[src/hdl/mbc1_pkg.sv]
// ----------------------------------------------------------------------------
// mbc1_pkg
// Shared types, codes and widths for the MBC1-style bank mapper.
// ----------------------------------------------------------------------------
package mbc1_pkg;

  localparam int ROM_BANK_BITS  = 5;
  localparam int ROM_PAGE_BITS  = 14;
  localparam int ROM_ADDR_W     = ROM_BANK_BITS + ROM_PAGE_BITS;
  localparam int RAM_BANK_BYTES = 8192;
  localparam int RAM_OFF_W      = $clog2(RAM_BANK_BYTES);
  localparam int RAM_SEL_W      = 2;
  localparam int RAM_BANKS_DEF  = 4;
  localparam int ADDR_W         = 16;
  localparam int DATA_W         = 8;
  localparam int SIZE_W         = 3;

  // bus_addr[15:13] regions
  localparam logic [2:0] REGION_RAM_EN   = 3'd0;
  localparam logic [2:0] REGION_ROM_BANK = 3'd1;
  localparam logic [2:0] REGION_RAM_BANK = 3'd2;
  localparam logic [2:0] REGION_MODE     = 3'd3;
  localparam logic [2:0] REGION_RAM      = 3'd5;

  localparam logic [1:0] PAGE_ROM_FIXED  = 2'd0;
  localparam logic [1:0] PAGE_ROM_BANKED = 2'd1;

  localparam logic [3:0] RAM_EN_KEY   = 4'hA;
  localparam logic [7:0] OPEN_BUS     = 8'hFF;

  // ram_size_code values
  localparam logic [SIZE_W-1:0] SIZE_ONE     = 3'd2;
  localparam logic [SIZE_W-1:0] SIZE_FOUR    = 3'd3;
  localparam logic [SIZE_W-1:0] SIZE_SIXTEEN = 3'd4;
  localparam logic [SIZE_W-1:0] SIZE_EIGHT   = 3'd5;

  // configuration register indexes (paddr[2])
  localparam logic CFG_MAPPER_MODE = 1'b0;
  localparam logic CFG_RAM_SIZE    = 1'b1;

  typedef enum logic [1:0] {
    KIND_ROM   = 2'd0,
    KIND_RAM   = 2'd1,
    KIND_OPEN  = 2'd2,
    KIND_WRITE = 2'd3
  } kind_t;

  typedef struct packed {
    kind_t                 kind;
    logic [ROM_ADDR_W-1:0] rom_addr;
    logic                  ram_rd;
    logic                  ram_wr;
    logic [RAM_SEL_W-1:0]  eff_bank;
  } dec_t;

endpackage

[src/hdl/mbc1_decode.sv]
// ----------------------------------------------------------------------------
// mbc1_decode
// Bank registers and per-transfer address decode of the mapper.
// ----------------------------------------------------------------------------
module mbc1_decode #(
  parameter int RAM_BANKS = mbc1_pkg::RAM_BANKS_DEF
) (
  input  logic                               clk,
  input  logic                               rst,
  input  logic                               mapper_mode,
  input  logic [mbc1_pkg::SIZE_W-1:0]        ram_size_code,
  input  logic                               take,
  input  logic                               opcode,
  input  logic [mbc1_pkg::ADDR_W-1:0]        bus_addr,
  input  logic [mbc1_pkg::DATA_W-1:0]        write_data,
  output mbc1_pkg::dec_t                     dec
);
  import mbc1_pkg::*;

  localparam int LIM_W = RAM_SEL_W + 1;
  localparam logic [LIM_W-1:0] BANK_LIM = LIM_W'(RAM_BANKS);

  logic                     ram_enabled, ram_enabled_next;
  logic [ROM_BANK_BITS-1:0] rom_bank, rom_bank_next;
  logic [RAM_SEL_W-1:0]     ram_bank_select, ram_bank_select_next;
  logic                     bank_mode, bank_mode_next;

  logic [2:0]           region;
  logic [RAM_SEL_W-1:0] bank;
  logic                 code_ok;
  logic                 usable;

  assign region = bus_addr[ADDR_W-1 -: 3];
  assign bank   = bank_mode ? ram_bank_select : '0;

  always_comb begin
    unique case (ram_size_code)
      SIZE_ONE:     code_ok = (bank == '0);
      SIZE_FOUR:    code_ok = 1'b1;
      SIZE_SIXTEEN: code_ok = 1'b1;
      SIZE_EIGHT:   code_ok = 1'b1;
      default:      code_ok = 1'b0;
    endcase
  end

  assign usable = ram_enabled && code_ok && ({1'b0, bank} < BANK_LIM);

  always_comb begin
    ram_enabled_next     = ram_enabled;
    rom_bank_next        = rom_bank;
    ram_bank_select_next = ram_bank_select;
    bank_mode_next       = bank_mode;
    dec.kind     = KIND_OPEN;
    dec.rom_addr = '0;
    dec.ram_rd   = 1'b0;
    dec.ram_wr   = 1'b0;
    dec.eff_bank = bank;
    if (opcode) begin
      dec.kind = KIND_WRITE;
      if (mapper_mode) begin
        unique case (region)
          REGION_RAM_EN:   ram_enabled_next = (write_data[3:0] == RAM_EN_KEY);
          REGION_ROM_BANK: begin
            rom_bank_next = write_data[ROM_BANK_BITS-1:0];
            if (rom_bank_next == '0) begin
              rom_bank_next = ROM_BANK_BITS'(1);
            end
          end
          REGION_RAM_BANK: ram_bank_select_next = write_data[RAM_SEL_W-1:0];
          REGION_MODE:     bank_mode_next = write_data[0];
          REGION_RAM:      dec.ram_wr = usable;
          default: ;
        endcase
      end
    end else if (!mapper_mode || bus_addr[ADDR_W-1 -: 2] == PAGE_ROM_FIXED) begin
      dec.kind     = KIND_ROM;
      dec.rom_addr = ROM_ADDR_W'(bus_addr);
    end else if (bus_addr[ADDR_W-1 -: 2] == PAGE_ROM_BANKED) begin
      dec.kind     = KIND_ROM;
      dec.rom_addr = {rom_bank, bus_addr[ROM_PAGE_BITS-1:0]};
    end else if (region == REGION_RAM && usable) begin
      dec.kind   = KIND_RAM;
      dec.ram_rd = 1'b1;
    end
  end

  always_ff @(posedge clk) begin
    if (rst) begin
      ram_enabled     <= 1'b1;
      rom_bank        <= ROM_BANK_BITS'(1);
      ram_bank_select <= '0;
      bank_mode       <= 1'b0;
    end else if (take) begin
      ram_enabled     <= ram_enabled_next;
      rom_bank        <= rom_bank_next;
      ram_bank_select <= ram_bank_select_next;
      bank_mode       <= bank_mode_next;
    end
  end

endmodule

[config.mk]
export PLATFORM = sky130hd
export DESIGN_NAME = mbc1_decode
export DESIGN_NICKNAME = d
export VERILOG_FILES = /design/src/hdl/mbc1_pkg.sv /design/src/hdl/mbc1_decode.sv
export SDC_FILE = /design/constraint.sdc
export NUM_CORES = 1
export LEC_CHECK = 0
export BUFFER_PORTS_ARGS = -buffer_cell sky130_fd_sc_hd__buf_4
export CAP_MARGIN = 20
export CORE_MARGIN = 1
export CORE_UTILIZATION = 41
export CTS_CLUSTER_DIAMETER = 50
export DETAILED_ROUTE_END_ITERATION = 16
export GPL_TIMING_DRIVEN = 1
export PLACE_DENSITY = 0.84
export SLEW_MARGIN = 40
export SYNTH_ARGS = -nofsm -noshare
export SYNTH_HDL_FRONTEND = slang
export SYNTH_SLANG_ARGS = --single-unit
[constraint.sdc]
create_clock -name clk -period 2.3 [get_ports clk]
set_input_delay 0.46 -clock clk [delete_from_list [all_inputs] [get_ports clk]]
set_output_delay 0.46 -clock clk [all_outputs]
set_load 0.02 [all_outputs]
Yosys cells after proc, flatten, opt, wreduce, memory -nomap -nowiden

Index checks and enable logic that the tools add are counted.

Register bits after elaboration: 9
Bits of input ports: 32
Output and inout port bits: 25
Word-level logic and storage cells: 42

Equality and inequality tests: 10
Mux-type cells: 15
Reductions and logical operators: 13

Operators with widths:

| cell               | number |
|---|---|
| $mux 21            | 1 |
| $mux 20            | 1 |
| $mux 19            | 1 |
| $reduce_and 4->1   | 4 |
| $eq 3x2->1 const B | 4 |
| $eq 3x3->1 const B | 3 |
| $mux 2             | 4 |
| $mux 1             | 6 |
| $logic_not 5->1    | 1 |
| $mux 5             | 1 |
| $eq 4x4->1 const B | 1 |
| $logic_not 2->1    | 2 |
| $eq 3x1->1 const B | 1 |
| $logic_not 3->1    | 1 |
| $reduce_or 3->1    | 1 |
| $eq 2x1->1 const B | 1 |
| $logic_and 1x1->1  | 2 |
| $pmux 1 s2         | 1 |
| $logic_not 1->1    | 1 |
| $logic_or 1x1->1   | 1 |

Depth between registers and ports, before layout

Word-level depth: 9
Depth in mapped cells: 4
Depth with buffers taken out: 3

Worst setup path after synthesis

Ideal clock, no wire load.

Kind: input -> output
From: input port bus_addr[15] (netlist bit)
To: output port dec[3] (netlist bit)
Arrival: 1.448 ns
Data required time: 1.840 ns
Path slack: 0.392 ns
Stages on the path: 4
Buffers on the path: 1
Cells stage by stage: buf_4 -> and4b_1 -> o311ai_1 -> nor3_1

RTL lines:

| item               | line              | source |
|---|---|---|
| start: declaration | mbc1_decode.sv:14 | `input logic [mbc1_pkg::ADDR_W-1:0] bus_addr,` |
| end: declaration   | mbc1_decode.sv:16 | `output mbc1_pkg::dec_t dec` |

==> flow_summary_export.csv <==
group,metric,value,unit
power,p_seq_share,38.1,%
job,cap_viol_max_count,0,
synth,synth_fp_nets,117,
floorplan,die_area,1894,sq um
worst_hold_path,hp-class,"register to register",
clocking,clockBufferDepth,2,
sta,min_period_over_period,84.84,%
power,p_sw_share,28.70,%
grt,grt_usage,21.75,%
synth,synth.distinct_cells,28,
floorplan,die_y,43.53,microns
detailed_routing,drt_iter0_markers,14,
clocking,cts_sinks,9,
sta,hold_viol_final,0,
clocking,hold_buffers,0,
final_layout,regArea,180.2,sq um
power,combPwrFrac,33.1,%
synth,syn_inst,85,
critical_path,crit_fanout,4,
placement,hpwl,1576,microns
final_layout,antennaDiodeCount,0,
floorplan,fp.coreArea,1559,sq um
synth,synthTopCellsByArea,"dfxtp_1, and2_1, nand2b_1",
grt,grt_max_degree,16,
detailed_routing,firstDrtPassIters,10,
floorplan,core.rowCount,14,
synth,postSynthAreaPerCell,8.317,sq um
critical_path,worstPathRequired,1.84,ns
synth,synth_flop_cell,"dfxtp_1",
floorplan,initial_core_util,45.35,%
detailed_routing,vias,756,
floorplan,io_pins,57,
synth,synth_most_common_cell,"and2_1",
placement,place.gp.congestion,0.7323,
clocking,path_clk_slew,0.06,ns
synth,yosys_warnings,0,
placement,portBuffers,53,
detailed_routing,drcViolationCount,6,
sta,rsz0062_at_grt,"false",
power,p_leak,0.0005123,uW
power,clkPwrFrac,28.8,%
sta,worst_pin_slew,0.4863,ns
synth,netlist_area,706.9,sq um
power,power.internal,295.1,uW
critical_path,endpoint_kind,"output pin",
critical_path,critPathArrivalTime,1.49,ns
power,peakVddDrop,0.0003883,V
sta,finalSetupViolCount,0,
clocking,insertion_delay,0.25,ns
synth,synth_common_cells,"and2_1, nand2b_1, dfxtp_1",
clocking,cts_buffers,3,
grt,antenna_found_initial,0,
synth,seq_area_frac_synth,25.49,%
power,p_sw,118.8,uW
sta,period_needed,1.951,ns
clocking,cts-root-buf,"clkbuf_4",
detailed_routing,drt_wl_total,1972,microns
final_layout,synthToLayoutAreaGrowth,58.58,%
synth,yosysTopAreaCell,"dfxtp_1",
grt,first_global_vias,753,
synth,synth_top_area_share,25.49,%
critical_path,worstSetupPathType,"register to output pin",
final_layout,fin_util,71.91,%
grt,grt_overflow,0,
floorplan,die-width,43.53,microns
power,p_per_area,369.2,nW/um^2
synth,async_flop_share,0,%
clocking,postCtsSetupBuffers,0,
final_layout,fillers,144,
sta,slew_headroom,67.07,%
detailed_routing,viasPerCell,4.941,
clocking,htreeDepth,1,
detailed_routing,ant_nets,0,
synth,synth-edff-count,0,
placement,dp_cells,149,
final_layout,num-nets-final,170,
sta,finClkSkew,0,ns
clocking,ctsResizeCount,0,
sta,setup_tns,0,ns
critical_path,cp-start-kind,"register",
grt,grt_pass1_wl,3222,microns
final_layout,final_cells,153,
sta,max_freq,512.5,MHz
synth,ys_ff_latch,9,
final_layout,drive_above_1_share,43.07,%
status,status,"finished with violations",
detailed_routing,post_drt_wl_per_cell,12.89,microns
clocking,cts_tree,"done",
final_layout,multiInputGateArea,496.7,sq um
sta,maxSlewViolCount,0,
status,violations,"DRC",
==> power groups by stage <==
stage,Sequential (uW),Clock [uW],Combinational [uW]
5_1_grt,158,134,147
3_3_place_gp,161,0,134
4_1_cts,158,122,137
3_5_place_dp,161,0,137
2_1_floorplan,161,0,66.9
6_report,158,119,137
==> cell type report <==
class / count / share of cell area [%]
clock buffers: 4 / 2.344
flip-flops and latches: 9 / 16.07
well taps: 16 / 1.786
repair buffers: 53 / 35.49
multi-input cells: 71 / 44.31
==> cell usage in the layout (no fill, tap or decap), types with 2 or more instances in the layout <==
cell type	n
nor2_1	4
buf_4	53
dfxtp_1	9
o21ai_0	2
clkbuf_4	3
and4b_1	2
nor3_1	2
and2_1	20
nor2b_1	2
nand2b_1	15
mux2i_1	7
==> cell families (layout without fill, tap and decap cells) <==
| family | after synthesis | after routing | synth area share, % |
|---|---|---|---|
| mux | 7 | 7 | 9.912 |
| buf+inv | 5 | 57 | 4.248 |
| xor+xnor | 1 | 1 | 1.239 |
| compound gates | 10 | 10 | 10.44 |
| simple gates | 53 | 53 | 48.67 |
| flops | 9 | 9 | 25.49 |
==> metrics by stage <==
step	setup slack, ns	cell area (sq um)	hold WS (ns)	power (uW)
3_5_place_dp	0.3670	1095	0.4695	298.2
5_1_grt	0.2000	1121	0.4998	439.1
3_3_place_gp	0.3888	1095	0.4565	295.1
6_report	0.3487	1121	0.4764	413.9
2_1_floorplan	0.3919	706.9	0.4443	227.9
4_1_cts	0.3466	1121	0.4813	417.6
==> worst max-delay path, cell delays in order (launching register included) <==
cell      delay (ns)
dfxtp_1         0.36
nor2_1          0.06
o311ai_1        0.46
a31o_1          0.22
buf_4           0.14
==> registers in the layout, summed over array words and instances (netlist names) <==
name / cells
rom_bank: 5
ram_bank_select: 2
bank_mode: 1
ram_enabled: 1
==> path summary, 6_finish.rpt <==
check,startpoint,to,slack (ns),cells past startpoint
worst max-delay path,ram_bank_select[1],dec[24],0.35,4
worst min-delay path,rom_bank[4],rom_bank[4],0.48,2
worst max register to register,ram_enabled,ram_enabled,1.46,2
worst min register to register,rom_bank[4],rom_bank[4],0.48,2
==> layer usage <==
layer  share of wire, %  track usage, %  up-vias
met4               0.51           3.750        0
met3                4.3           3.333        2
li1                   -               -      398
met2                 52           38.48       22
met1                 43           28.28      334
met5                  0               0        -
(Power assumes the default switching activity.)
